[src/hw/rtl/column_frame_receiver_crc16_unit_defines.svh]
// ----------------------------------------------------------------------------
// Assertion macros for the column frame receiver
// Shared concurrent checks, sampled on clk and held off during reset.
// ----------------------------------------------------------------------------
`ifndef COLUMN_FRAME_RECEIVER_CRC16_UNIT_DEFINES_SVH
`define COLUMN_FRAME_RECEIVER_CRC16_UNIT_DEFINES_SVH

// antecedent implies consequent in the same cycle
`define CFR_ASSERT_SAME(label, ante, cons, msg) \
    label: assert property (@(posedge clk) disable iff (!rst_n) (ante) |-> (cons)) \
        else $error(msg);

// antecedent implies consequent in the next cycle
`define CFR_ASSERT_NEXT(label, ante, cons, msg) \
    label: assert property (@(posedge clk) disable iff (!rst_n) (ante) |=> (cons)) \
        else $error(msg);

`endif

[src/hw/rtl/cfr_pkg.sv]
`timescale 1ns / 1ps
// ----------------------------------------------------------------------------
// cfr_pkg
// Types, codes and the CRC-16/CCITT step for the column frame receiver.
// ----------------------------------------------------------------------------
package cfr_pkg;

    localparam int COLUMN_BYTES_DEF = 32;
    localparam int PAYLOAD_MAX_DEF  = 198;
    localparam int POS_W            = 16;
    localparam int CNT_W            = 6;

    localparam logic [1:0] KIND_COL     = 2'd0;
    localparam logic [1:0] KIND_TX      = 2'd1;
    localparam logic [1:0] KIND_PAYLOAD = 2'd2;
    localparam logic [1:0] KIND_STATUS  = 2'd3;

    localparam logic [2:0] STS_DATA_DONE   = 3'd0;
    localparam logic [2:0] STS_CONFIG_OK   = 3'd1;
    localparam logic [2:0] STS_BAD_START   = 3'd2;
    localparam logic [2:0] STS_HEADER_CRC  = 3'd3;
    localparam logic [2:0] STS_COLUMN_CRC  = 3'd4;
    localparam logic [2:0] STS_PAYLOAD_CRC = 3'd5;
    localparam logic [2:0] STS_TIMEOUT     = 3'd6;
    localparam logic [2:0] STS_TOO_LONG    = 3'd7;

    localparam logic [15:0] CRC_INIT   = 16'hFFFF;
    localparam logic [7:0]  CFG_MARK   = 8'h1A;
    localparam logic [7:0]  DATA_MARK  = 8'hDA;
    localparam logic [7:0]  READY_BYTE = 8'hEC;

    typedef enum logic [1:0] {
        PH_HEADER,
        PH_PAYLOAD,
        PH_COLUMN
    } phase_t;

    typedef enum logic [2:0] {
        ACT_NONE,
        ACT_STATUS,
        ACT_PAYLOAD,
        ACT_READY,
        ACT_COLUMN
    } act_t;

    typedef enum logic [2:0] {
        SRC_STATUS,
        SRC_PAYLOAD,
        SRC_READY,
        SRC_COL,
        SRC_ECHO_HI,
        SRC_ECHO_LO
    } src_t;

    typedef enum logic [2:0] {
        S_IDLE,
        S_EVAL,
        S_STATUS,
        S_PAYLOAD,
        S_READY,
        S_COL,
        S_ECHO_HI,
        S_ECHO_LO
    } state_t;

    typedef struct packed {
        logic accept;
        logic eval;
        logic load;
        src_t src;
        logic last;
        logic cnt_inc;
    } cmd_t;

    typedef struct packed {
        act_t act;
        logic tail;
        logic can_load;
        logic ready_end;
        logic col_end;
    } dps_t;

    function automatic logic [15:0] crc_add(input logic [15:0] crc, input logic [7:0] b);
        logic [7:0] x;
        x = crc[15:8] ^ b;
        x = x ^ {4'd0, x[7:4]};
        return {crc[7:0], 8'd0} ^ {x[3:0], 12'd0} ^ {3'd0, x, 5'd0} ^ {8'd0, x};
    endfunction

endpackage

[src/hw/rtl/cfr_ram.sv]
`timescale 1ns / 1ps
// ----------------------------------------------------------------------------
// cfr_ram
// Generic single-port-write, single-port-read RAM with registered read.
// ----------------------------------------------------------------------------
module cfr_ram #(
    parameter int WIDTH = 8,
    parameter int DEPTH = 32,
    parameter int AW    = (DEPTH > 1) ? $clog2(DEPTH) : 1
) (
    input  logic             clk,
    input  logic             we,
    input  logic [AW-1:0]    waddr,
    input  logic [WIDTH-1:0] wdata,
    input  logic [AW-1:0]    raddr,
    output logic [WIDTH-1:0] rdata
);

    logic [WIDTH-1:0] mem [DEPTH];

    always_ff @(posedge clk)
    begin
        if (we)
        begin
            mem[waddr] <= wdata;
        end
        rdata <= mem[raddr];
    end

endmodule

[src/hw/rtl/cfr_ctrl.sv]
`timescale 1ns / 1ps
// ----------------------------------------------------------------------------
// cfr_ctrl
// Sequencer: takes a request, triggers evaluation, then issues result loads.
// ----------------------------------------------------------------------------
module cfr_ctrl (
    input  logic          clk,
    input  logic          rst_n,
    input  logic          item_valid,
    output logic          item_stall,
    input  cfr_pkg::dps_t dps,
    output cfr_pkg::cmd_t cmd
);
    import cfr_pkg::*;

    state_t state_reg, state_next;

    always_ff @(posedge clk or negedge rst_n)
    begin
        if (!rst_n)
        begin
            state_reg <= S_IDLE;
        end
        else
        begin
            state_reg <= state_next;
        end
    end

    // next state
    always_comb
    begin
        state_next = state_reg;
        unique case (state_reg)
            S_IDLE:
            begin
                if (item_valid)
                begin
                    state_next = S_EVAL;
                end
            end
            S_EVAL:
            begin
                unique case (dps.act)
                    ACT_NONE:    state_next = S_IDLE;
                    ACT_STATUS:  state_next = S_STATUS;
                    ACT_PAYLOAD: state_next = S_PAYLOAD;
                    ACT_READY:   state_next = S_READY;
                    ACT_COLUMN:  state_next = S_COL;
                    default:     state_next = S_IDLE;
                endcase
            end
            S_STATUS, S_PAYLOAD:
            begin
                if (dps.can_load)
                begin
                    state_next = S_IDLE;
                end
            end
            S_READY:
            begin
                if (dps.can_load && dps.ready_end)
                begin
                    state_next = dps.tail ? S_STATUS : S_IDLE;
                end
            end
            S_COL:
            begin
                if (dps.can_load && dps.col_end)
                begin
                    state_next = S_ECHO_HI;
                end
            end
            S_ECHO_HI:
            begin
                if (dps.can_load)
                begin
                    state_next = S_ECHO_LO;
                end
            end
            S_ECHO_LO:
            begin
                if (dps.can_load)
                begin
                    state_next = dps.tail ? S_STATUS : S_IDLE;
                end
            end
            default: state_next = S_IDLE;
        endcase
    end

    // outputs
    always_comb
    begin
        cmd        = '0;
        cmd.src    = SRC_STATUS;
        item_stall = (state_reg != S_IDLE);
        unique case (state_reg)
            S_IDLE:
            begin
                cmd.accept = item_valid;
            end
            S_EVAL:
            begin
                cmd.eval = 1'b1;
            end
            S_STATUS:
            begin
                cmd.load = dps.can_load;
                cmd.src  = SRC_STATUS;
                cmd.last = 1'b1;
            end
            S_PAYLOAD:
            begin
                cmd.load = dps.can_load;
                cmd.src  = SRC_PAYLOAD;
                cmd.last = 1'b1;
            end
            S_READY:
            begin
                cmd.load    = dps.can_load;
                cmd.src     = SRC_READY;
                cmd.last    = dps.ready_end && !dps.tail;
                cmd.cnt_inc = dps.can_load;
            end
            S_COL:
            begin
                cmd.load    = dps.can_load;
                cmd.src     = SRC_COL;
                cmd.cnt_inc = dps.can_load;
            end
            S_ECHO_HI:
            begin
                cmd.load = dps.can_load;
                cmd.src  = SRC_ECHO_HI;
            end
            S_ECHO_LO:
            begin
                cmd.load = dps.can_load;
                cmd.src  = SRC_ECHO_LO;
                cmd.last = !dps.tail;
            end
            default:
            begin
                cmd = '0;
            end
        endcase
    end

endmodule

[src/hw/rtl/cfr_dp.sv]
`timescale 1ns / 1ps
// ----------------------------------------------------------------------------
// cfr_dp
// Receiver state, CRC, column buffer and the result register.
// ----------------------------------------------------------------------------
module cfr_dp #(
    parameter int COLUMN_BYTES = cfr_pkg::COLUMN_BYTES_DEF,
    parameter int PAYLOAD_MAX  = cfr_pkg::PAYLOAD_MAX_DEF
) (
    input  logic          clk,
    input  logic          rst_n,
    input  logic          op,
    input  logic [7:0]    rx_byte,
    input  cfr_pkg::cmd_t cmd,
    output cfr_pkg::dps_t dps,
    input  logic          result_stall,
    output logic          result_valid,
    output logic [1:0]    kind,
    output logic [7:0]    out_byte,
    output logic [15:0]   image_index,
    output logic [15:0]   column_index,
    output logic [5:0]    byte_offset,
    output logic [2:0]    status,
    output logic          last
);
    import cfr_pkg::*;

    localparam int AW = (COLUMN_BYTES > 1) ? $clog2(COLUMN_BYTES) : 1;
    localparam logic [POS_W-1:0] CB_POS  = POS_W'(COLUMN_BYTES);
    localparam logic [POS_W-1:0] PMAX    = POS_W'(PAYLOAD_MAX);
    localparam logic [CNT_W-1:0] CB_LAST = CNT_W'(COLUMN_BYTES - 1);
    localparam logic [CNT_W-1:0] RDY_LAST = CNT_W'(7);

    // request latch
    logic       op_reg;
    logic [7:0] byte_reg;

    // receiver state
    phase_t           phase_reg, phase_next;
    logic [POS_W-1:0] pos_reg, pos_next;
    logic [15:0]      crc_reg, crc_next;
    logic [15:0]      hcrc_reg, hcrc_next;
    logic [7:0]       crc_hi_reg, crc_hi_next;
    logic [15:0]      imgs_reg, imgs_next;
    logic [15:0]      cols_reg, cols_next;
    logic [15:0]      img_cnt_reg, img_cnt_next;
    logic [15:0]      col_cnt_reg, col_cnt_next;
    logic [15:0]      plen_reg, plen_next;
    logic [7:0]       hdr_reg [7];

    // emission context
    logic [2:0]       sts_reg, sts_next;
    logic             tail_reg, tail_next;
    logic [15:0]      emit_img_reg;
    logic [15:0]      emit_col_reg;
    logic [CNT_W-1:0] cnt_reg, cnt_next;

    act_t             act;
    logic             ram_we;
    logic [AW-1:0]    ram_raddr;
    logic [7:0]       ram_rdata;

    // evaluation helpers
    logic        is_cfg, is_data, hdr_done;
    logic [15:0] hdr_crc_full, got_crc, recv_crc, hdr_len;
    logic [15:0] col_inc, img_inc;
    logic        can_load;

    // result fields to load
    logic [1:0]  kind_next;
    logic [7:0]  out_byte_next;
    logic [15:0] image_index_next;
    logic [15:0] column_index_next;
    logic [5:0]  byte_offset_next;
    logic [2:0]  status_next;

    always_comb
    begin
        is_cfg   = (hdr_reg[0] == CFG_MARK) && (hdr_reg[1] == CFG_MARK) &&
                   (hdr_reg[2] == CFG_MARK) && (hdr_reg[3] == CFG_MARK);
        is_data  = (hdr_reg[0] == DATA_MARK) && (hdr_reg[1] == DATA_MARK);
        hdr_done = (pos_reg == POS_W'(7));
        hdr_crc_full = hcrc_reg;
        got_crc  = {hdr_reg[6], byte_reg};
        recv_crc = {crc_hi_reg, byte_reg};
        hdr_len  = {hdr_reg[4], hdr_reg[5]};
        col_inc  = col_cnt_reg + 16'd1;
        img_inc  = img_cnt_reg + 16'd1;
    end

    // one step of the receiver
    always_comb
    begin
        phase_next   = phase_reg;
        pos_next     = pos_reg;
        crc_next     = crc_reg;
        hcrc_next    = hcrc_reg;
        crc_hi_next  = crc_hi_reg;
        imgs_next    = imgs_reg;
        cols_next    = cols_reg;
        img_cnt_next = img_cnt_reg;
        col_cnt_next = col_cnt_reg;
        plen_next    = plen_reg;
        sts_next     = sts_reg;
        tail_next    = tail_reg;
        act          = ACT_NONE;
        ram_we       = 1'b0;
        if (cmd.eval)
        begin
            tail_next = 1'b0;
            if (op_reg)
            begin
                if (!(phase_reg == PH_HEADER && pos_reg == '0))
                begin
                    phase_next = PH_HEADER;
                    pos_next   = '0;
                    crc_next   = CRC_INIT;
                    act        = ACT_STATUS;
                    sts_next   = STS_TIMEOUT;
                end
            end
            else
            begin
                unique case (phase_reg)
                    PH_PAYLOAD:
                    begin
                        if (pos_reg < plen_reg)
                        begin
                            crc_next = crc_add(crc_reg, byte_reg);
                            pos_next = pos_reg + POS_W'(1);
                            act      = ACT_PAYLOAD;
                        end
                        else if (pos_reg == plen_reg)
                        begin
                            crc_hi_next = byte_reg;
                            pos_next    = pos_reg + POS_W'(1);
                        end
                        else
                        begin
                            phase_next = PH_HEADER;
                            pos_next   = '0;
                            crc_next   = CRC_INIT;
                            act        = ACT_STATUS;
                            sts_next   = (crc_reg == recv_crc) ? STS_CONFIG_OK
                                                               : STS_PAYLOAD_CRC;
                        end
                    end
                    PH_COLUMN:
                    begin
                        if (pos_reg < CB_POS)
                        begin
                            ram_we   = 1'b1;
                            crc_next = crc_add(crc_reg, byte_reg);
                            pos_next = pos_reg + POS_W'(1);
                        end
                        else if (pos_reg == CB_POS)
                        begin
                            crc_hi_next = byte_reg;
                            pos_next    = pos_reg + POS_W'(1);
                        end
                        else if (crc_reg != recv_crc)
                        begin
                            phase_next = PH_HEADER;
                            pos_next   = '0;
                            crc_next   = CRC_INIT;
                            act        = ACT_STATUS;
                            sts_next   = STS_COLUMN_CRC;
                        end
                        else
                        begin
                            act          = ACT_COLUMN;
                            pos_next     = '0;
                            crc_next     = CRC_INIT;
                            col_cnt_next = col_inc;
                            sts_next     = STS_DATA_DONE;
                            if (col_inc >= cols_reg)
                            begin
                                col_cnt_next = '0;
                                img_cnt_next = img_inc;
                                if (img_inc >= imgs_reg)
                                begin
                                    phase_next = PH_HEADER;
                                    tail_next  = 1'b1;
                                end
                            end
                        end
                    end
                    default:
                    begin
                        // header collection; CRC runs over bytes 0 to 5
                        pos_next = pos_reg + POS_W'(1);
                        if (pos_reg < POS_W'(6))
                        begin
                            hcrc_next = crc_add((pos_reg == '0) ? CRC_INIT : hcrc_reg,
                                                byte_reg);
                        end
                        if (hdr_done)
                        begin
                            phase_next = PH_HEADER;
                            pos_next   = '0;
                            crc_next   = CRC_INIT;
                            if (!is_cfg && !is_data)
                            begin
                                act      = ACT_STATUS;
                                sts_next = STS_BAD_START;
                            end
                            else if (hdr_crc_full != got_crc)
                            begin
                                act      = ACT_STATUS;
                                sts_next = STS_HEADER_CRC;
                            end
                            else if (is_cfg)
                            begin
                                if (hdr_len > PMAX)
                                begin
                                    act      = ACT_STATUS;
                                    sts_next = STS_TOO_LONG;
                                end
                                else
                                begin
                                    plen_next  = hdr_len;
                                    phase_next = PH_PAYLOAD;
                                    act        = ACT_READY;
                                end
                            end
                            else
                            begin
                                imgs_next    = {hdr_reg[2], hdr_reg[3]};
                                cols_next    = hdr_len;
                                img_cnt_next = '0;
                                col_cnt_next = '0;
                                act          = ACT_READY;
                                sts_next     = STS_DATA_DONE;
                                if ({hdr_reg[2], hdr_reg[3]} == '0 || hdr_len == '0)
                                begin
                                    tail_next = 1'b1;
                                end
                                else
                                begin
                                    phase_next = PH_COLUMN;
                                end
                            end
                        end
                    end
                endcase
            end
        end
    end

    always_comb
    begin
        if (cmd.eval)
        begin
            cnt_next = '0;
        end
        else if (cmd.cnt_inc)
        begin
            cnt_next = cnt_reg + CNT_W'(1);
        end
        else
        begin
            cnt_next = cnt_reg;
        end
        ram_raddr = (cnt_next < CNT_W'(COLUMN_BYTES)) ? cnt_next[AW-1:0] : '0;
    end

    always_ff @(posedge clk or negedge rst_n)
    begin
        if (!rst_n)
        begin
            phase_reg   <= PH_HEADER;
            pos_reg     <= '0;
            crc_reg     <= CRC_INIT;
            hcrc_reg    <= CRC_INIT;
            crc_hi_reg  <= '0;
            imgs_reg    <= '0;
            cols_reg    <= '0;
            img_cnt_reg <= '0;
            col_cnt_reg <= '0;
            plen_reg    <= '0;
            sts_reg     <= '0;
            tail_reg    <= 1'b0;
            cnt_reg     <= '0;
        end
        else
        begin
            phase_reg   <= phase_next;
            pos_reg     <= pos_next;
            crc_reg     <= crc_next;
            hcrc_reg    <= hcrc_next;
            crc_hi_reg  <= crc_hi_next;
            imgs_reg    <= imgs_next;
            cols_reg    <= cols_next;
            img_cnt_reg <= img_cnt_next;
            col_cnt_reg <= col_cnt_next;
            plen_reg    <= plen_next;
            sts_reg     <= sts_next;
            tail_reg    <= tail_next;
            cnt_reg     <= cnt_next;
        end
    end

    // payload registers
    always_ff @(posedge clk)
    begin
        if (cmd.accept)
        begin
            op_reg   <= op;
            byte_reg <= rx_byte;
        end
        if (cmd.eval && !op_reg && phase_reg == PH_HEADER && pos_reg < POS_W'(7))
        begin
            hdr_reg[pos_reg[2:0]] <= byte_reg;
        end
        if (cmd.eval)
        begin
            emit_img_reg <= img_cnt_reg;
            emit_col_reg <= col_cnt_reg;
        end
    end

    cfr_ram #(
        .WIDTH (8),
        .DEPTH (COLUMN_BYTES),
        .AW    (AW)
    ) u_col_ram (
        .clk   (clk),
        .we    (ram_we),
        .waddr (pos_reg[AW-1:0]),
        .wdata (byte_reg),
        .raddr (ram_raddr),
        .rdata (ram_rdata)
    );

    // result register
    assign can_load = !result_valid || !result_stall;

    always_ff @(posedge clk or negedge rst_n)
    begin
        if (!rst_n)
        begin
            result_valid <= 1'b0;
        end
        else if (cmd.load)
        begin
            result_valid <= 1'b1;
        end
        else if (!result_stall)
        begin
            result_valid <= 1'b0;
        end
    end

    // fields of the next result, by source
    always_comb
    begin
        kind_next         = KIND_STATUS;
        out_byte_next     = '0;
        image_index_next  = '0;
        column_index_next = '0;
        byte_offset_next  = '0;
        status_next       = '0;
        unique case (cmd.src)
            SRC_STATUS:
            begin
                kind_next   = KIND_STATUS;
                status_next = sts_reg;
            end
            SRC_PAYLOAD:
            begin
                kind_next     = KIND_PAYLOAD;
                out_byte_next = byte_reg;
            end
            SRC_READY:
            begin
                kind_next     = KIND_TX;
                out_byte_next = READY_BYTE;
            end
            SRC_COL:
            begin
                kind_next         = KIND_COL;
                out_byte_next     = ram_rdata;
                image_index_next  = emit_img_reg;
                column_index_next = emit_col_reg;
                byte_offset_next  = cnt_reg;
            end
            SRC_ECHO_HI:
            begin
                kind_next     = KIND_TX;
                out_byte_next = crc_hi_reg;
            end
            SRC_ECHO_LO:
            begin
                kind_next     = KIND_TX;
                out_byte_next = byte_reg;
            end
            default:
            begin
                kind_next = KIND_STATUS;
            end
        endcase
    end

    always_ff @(posedge clk)
    begin
        if (cmd.load)
        begin
            kind         <= kind_next;
            out_byte     <= out_byte_next;
            image_index  <= image_index_next;
            column_index <= column_index_next;
            byte_offset  <= byte_offset_next;
            status       <= status_next;
            last         <= cmd.last;
        end
    end

    always_comb
    begin
        dps.act       = act;
        dps.tail      = tail_reg;
        dps.can_load  = can_load;
        dps.ready_end = (cnt_reg == RDY_LAST);
        dps.col_end   = (cnt_reg == CB_LAST);
    end

endmodule

[src/hw/rtl/column_frame_receiver_crc16_unit.sv]
`timescale 1ns / 1ps
// ----------------------------------------------------------------------------
// column_frame_receiver_crc16_unit
// A request is latched on accept, evaluated in S_EVAL, then loads its results.
// No new request is taken until all its results are loaded; a good column gives
//   COLUMN_BYTES+2 results (one more, a status, if it ends the message),
//   read one a cycle from the column RAM while the result side does not stall.
// Reset: asynchronous, active low; returns to header collection, CRC 0xFFFF.
// ----------------------------------------------------------------------------
`include "column_frame_receiver_crc16_unit_defines.svh"

module column_frame_receiver_crc16_unit #(
    parameter int COLUMN_BYTES = cfr_pkg::COLUMN_BYTES_DEF,
    parameter int PAYLOAD_MAX  = cfr_pkg::PAYLOAD_MAX_DEF
) (
    input  logic        clk,
    input  logic        rst_n,
    // request channel
    input  logic        item_valid,
    output logic        item_stall,
    input  logic        op,
    input  logic [7:0]  rx_byte,
    // result channel
    output logic        result_valid,
    input  logic        result_stall,
    output logic [1:0]  kind,
    output logic [7:0]  out_byte,
    output logic [15:0] image_index,
    output logic [15:0] column_index,
    output logic [5:0]  byte_offset,
    output logic [2:0]  status,
    output logic        last
);
    import cfr_pkg::*;

    // controller <-> datapath
    cmd_t cmd;
    dps_t dps;

    // Controller: idle -> evaluate -> emit results one per free slot of the
    // output register. Request stall is high whenever it is not idle.
    cfr_ctrl u_ctrl (
        .clk        (clk),
        .rst_n      (rst_n),
        .item_valid (item_valid),
        .item_stall (item_stall),
        .dps        (dps),
        .cmd        (cmd)
    );

    // Datapath: receiver phase/position, header and running CRC, column RAM,
    // and the result register that decouples the two channels.
    cfr_dp #(
        .COLUMN_BYTES (COLUMN_BYTES),
        .PAYLOAD_MAX  (PAYLOAD_MAX)
    ) u_dp (
        .clk          (clk),
        .rst_n        (rst_n),
        .op           (op),
        .rx_byte      (rx_byte),
        .cmd          (cmd),
        .dps          (dps),
        .result_stall (result_stall),
        .result_valid (result_valid),
        .kind         (kind),
        .out_byte     (out_byte),
        .image_index  (image_index),
        .column_index (column_index),
        .byte_offset  (byte_offset),
        .status       (status),
        .last         (last)
    );

    // an accepted request always holds off the next one for evaluation
    `CFR_ASSERT_NEXT(a_busy_after_req, item_valid && !item_stall, item_stall,
                     "request accepted while evaluation pending")
    // only column bytes carry position information
    `CFR_ASSERT_SAME(a_index_zero, result_valid && kind != KIND_COL,
                     image_index == '0 && column_index == '0 && byte_offset == '0,
                     "position fields set on a non-column result")
    // status results carry no byte
    `CFR_ASSERT_SAME(a_status_byte, result_valid && kind == KIND_STATUS,
                     out_byte == '0, "status result with nonzero byte")

endmodule

[config.mk]
export PLATFORM = sky130hd
export DESIGN_NAME = column_frame_receiver_crc16_unit
export DESIGN_NICKNAME = d
export VERILOG_FILES = /design/src/hw/rtl/cfr_pkg.sv /design/src/hw/rtl/cfr_ram.sv /design/src/hw/rtl/cfr_ctrl.sv /design/src/hw/rtl/cfr_dp.sv /design/src/hw/rtl/column_frame_receiver_crc16_unit.sv
export VERILOG_INCLUDE_DIRS = /design/src /design/src/hw/rtl
export SDC_FILE = /design/constraint.sdc
export NUM_CORES = 1
export LEC_CHECK = 0
export BUFFER_PORTS_ARGS = -buffer_cell sky130_fd_sc_hd__buf_4
export CORE_ASPECT_RATIO = 0.5
export CORE_MARGIN = 2
export CORE_UTILIZATION = 42
export DETAILED_ROUTE_END_ITERATION = 8
export GPL_TIMING_DRIVEN = 0
export MAX_ROUTING_LAYER = met4
export SLEW_MARGIN = 20
export SYNTH_ARGS = -nofsm -noshare
export SYNTH_HDL_FRONTEND = slang
export SYNTH_SLANG_ARGS = --single-unit
[constraint.sdc]
create_clock -name clk -period 6.25 [get_ports clk]
set_input_delay 1.25 -clock clk [delete_from_list [all_inputs] [get_ports clk]]
set_output_delay 1.25 -clock clk [all_outputs]
set_load 0.01 [all_outputs]
==> summary.md <==
| Metric | Value |
|---|---|
| Util after Layout | 48.72% |
| R2r worst-path depth | 10 |
| Synth Area per Inst | 12.69 um2 |
| Num CTS Buffers | 52 |
| Cell Area, Synth | approximately 25000 um2 |
| Clk sinks | 565 |
| Synthesis Warnings | 0 |
| Ports | 67 |
| Metal3 WL | 3.865 mm |
| First drt pass iteration count | 5 |
| Post-CTS sizing | 0 |
| CTS Root Cell | clkbuf_16 |
| Startpoint Class | register |
| Routed wl met2 | just under 30 mm |
| Post-Route Skew | between 0.03 and 0.04 ns |
| Synth cell count leaders | edfxtp_1 (405), nand2_1 (169), nor2_1 (157) |
| Clock-pin slew on the worst setup and hold paths | 0.06 ns |
| Seq pwr share | 45.9% |
| Post-synthesis sequential area ratio | 64.02% |
| Htree depth | 2 |
| Sw Ratio | 29.74% |
| Pwr Total | 10420 uW |
| Status | finished clean |
| Post-synth EDFFs | just over 400 |
| Switching Power | 3099 uW |
| TritonCTS clock tree | built |
| Drt first-iter violations | 1591 |
| Rows | 63 |
| Hold Vio Cnt, Final | 0 |
| Die W | ~350 um |
| Comb power frac | 22.9% |
| Residual DRC count | 0 |
| Detail Placement HPWL | 45.80 mm |
| GRT Total Usage | 21.46% |
| Hold buffer count at cts | 0 |
| Top sig layer | met4 |
| Synth Flop Type | edfxtp_1 |
| Setup TNS | 0 ns |
| Largest register FFs | 256 |
| Fin crit share | 71.21% |
| Relative slew slack | ~30% |
| Syn_nets | 2060 |
| Metal-1 WL | 28.66 mm |
| Synth cell types | 85 |
| Vias | roughly 16000 |
| Max frequency | 0.2247 GHz |
| Cell leakage power | 0.01053 uW |
| Final Slew Violations | 0 |
| Share of layout cells above drive strength 1 | 14.16% |
| Drt wl/cell | between 20 and 25 um |
| Clock power frac | 31.2% |
| Initial antenna violation count | 1 |
| Arr. time, crit path | 4.88 ns |
| Max Cap Viol | 0 |
| Detailed Route WL | 63.92 mm |
| PD cells | 360.4 nW/um2 |
| Clk Latency, worst-skew pair | between 0.5 and 0.6 ns |
| Starting Density | ~43% |
| Crit path capture type | register |
| Hold depth | 2 |
| Final Non-Filler Cells | 2987 |
| Post-CTS Setup Inserts | 0 |
| Worst Tran Pin Value | 1.044 ns |
| Crit Path Class | reg2reg |
| Synth top area cells | edfxtp_1 (48%), dfrtp_1 (12%), dfstp_2 (3.3%) |
| Post-synthesis async set-or-reset flop share | 26.90% |
| Clk buf depth | 3 |
| Via-to-Cell Ratio | between 5 and 6 |
| Number of diodes | 0 |
| Unrepaired setup endpoints after global routing | no |
| Final nets | between 2000 and 2500 |
| Most frequent cell after synthesis | edfxtp_1 |
| Period minus WS final | 4.450 ns |
| CP max FO | 22 |
| Hold Slack | 0.4843 ns |
| WP data required | 6.68 ns |
| Final ANT Viol Nets | 0 |
| Layout area overhead | 14.54% |
| Post-Syn Instances | 1989 |
| Pin count of the biggest net entering global routing | 84 |
| Hold WC Path Type | reg2reg |
| Global placement routability congestion | 0.9114 |
| Internal Pwr Total | 7323 uW |
| #FFs+latches synth | 565 |
| Yosys top cell by area | edfxtp_1 |
| Setup Viol. Count Final | 0 |
| Number of global-route vias before repair | roughly 16000 |
| Number of port buffers | 66 |
| Top cell type's share of synthesized area | about half |
| First-pass GRT wire length | between 90 and 100 mm |
| Chip height | 177.4 um |
| # placed instances | 2889 |
| Die area | 62210 um2 |
| Remaining Overflow, GRT | 0 |
| VDD IR max | around 180 uV |
| Core area | a little under 60000 um2 |
-- area by class of cell --
type                            count  area (um2)
Sequential cell                   565       16170
Fill cell                        5229       30440
Tap cell                          812        1016
Inverter                           66       247.7
Buffer                            104       496.7
Timing Repair Buffer               88       889.6
Multi-Input combinational cell   1254        8359
Clock buffer                       73        1503
Clock inverter                     25       242.7
-- cell families after synthesis --
| group | synth area share (%) |
|---|---|
| adder cells (fa/ha/maj) | 2.874 |
| AND/OR/NAND/NOR | 11.75 |
| buffers and inverters | 2.943 |
| AO/OA/AOI/OAI | 9.722 |
| multiplexers | 4.331 |
| XOR/XNOR | 4.351 |
| flip-flops | 64.02 |
-- worst max-delay path, cell delays in order (launching register included) --
cell	delay, ns
edfxtp_1	0.77
buf_16	0.23
clkbuf_1	0.49
xor2_1	0.13
nor4_1	0.46
nand4_1	0.42
nor2_1	0.41
nand2_1	0.18
nor2_1	0.70
clkbuf_1	0.35
o21ai_0	0.14
-- per-stage QoR --
step           worst slack [ns]  area (um2)
2_1_floorplan             2.058       25250
3_3_place_gp             0.6343       26760
6_report                  1.800       28920
5_1_grt                   1.637       28920
3_5_place_dp              1.574       27170
4_1_cts                   1.829       28920
-- metal layers --
metal	GRT usage [%]	up-vias
li1	-	7680
met1	29.13	8133
met2	33.93	550
met3	3.155	111
met4	5.812	0
met5	-	-
-- final timing paths --
kind	startpoint	endpoint	slack, ns
worst min register to register	u_dp.hdr_reg[3][6]$_DFFE_PP_	u_dp.imgs_reg[6]$_DFFE_PN0P_	0.48
worst max-delay path	u_dp.byte_reg[6]$_DFFE_PP_	u_dp.imgs_reg[3]$_DFFE_PN0P_	1.80
worst max register to register	u_dp.byte_reg[6]$_DFFE_PP_	u_dp.imgs_reg[3]$_DFFE_PN0P_	1.80
worst min-delay path	u_dp.hdr_reg[3][6]$_DFFE_PP_	u_dp.imgs_reg[6]$_DFFE_PN0P_	0.48
max in group asynchronous	rst_n	u_dp.hcrc_reg[8]$_DFFE_PN1P_	4.76
min in group asynchronous	rst_n	u_dp.cnt_reg[1]$_DFF_PN0_	0.61
-- placed cells by master (no fill, tap or decap), drive strengths merged, types with 12 or more instances in the layout --
cell type  count
edfxtp       405
nand2        170
nor2         158
clkbuf       136
o21ai        133
buf          129
dfrtp        120
mux2i         71
inv           66
and3          65
xnor2         65
ha            58
xor2          57
a21oi         54
nand3         53
mux2          34
dfstp         32
nor4          30
nor3          25
a211oi        24
o221ai        24
nand4         20
nand2b        18
clkinv        18
and2          16
o22ai         13
a21o          13
a31oi         12
-- power groups by stage --
stage	Sequential [uW]	Clock [uW]	Combinational, uW
3_5_place_dp	4860	0	2380
3_3_place_gp	4990	0	2120
4_1_cts	4790	3300	2390
5_1_grt	4820	3480	2600
6_report	4780	3260	2380
2_1_floorplan	4870	0	1470
Power figures use the tool's default switching activity.
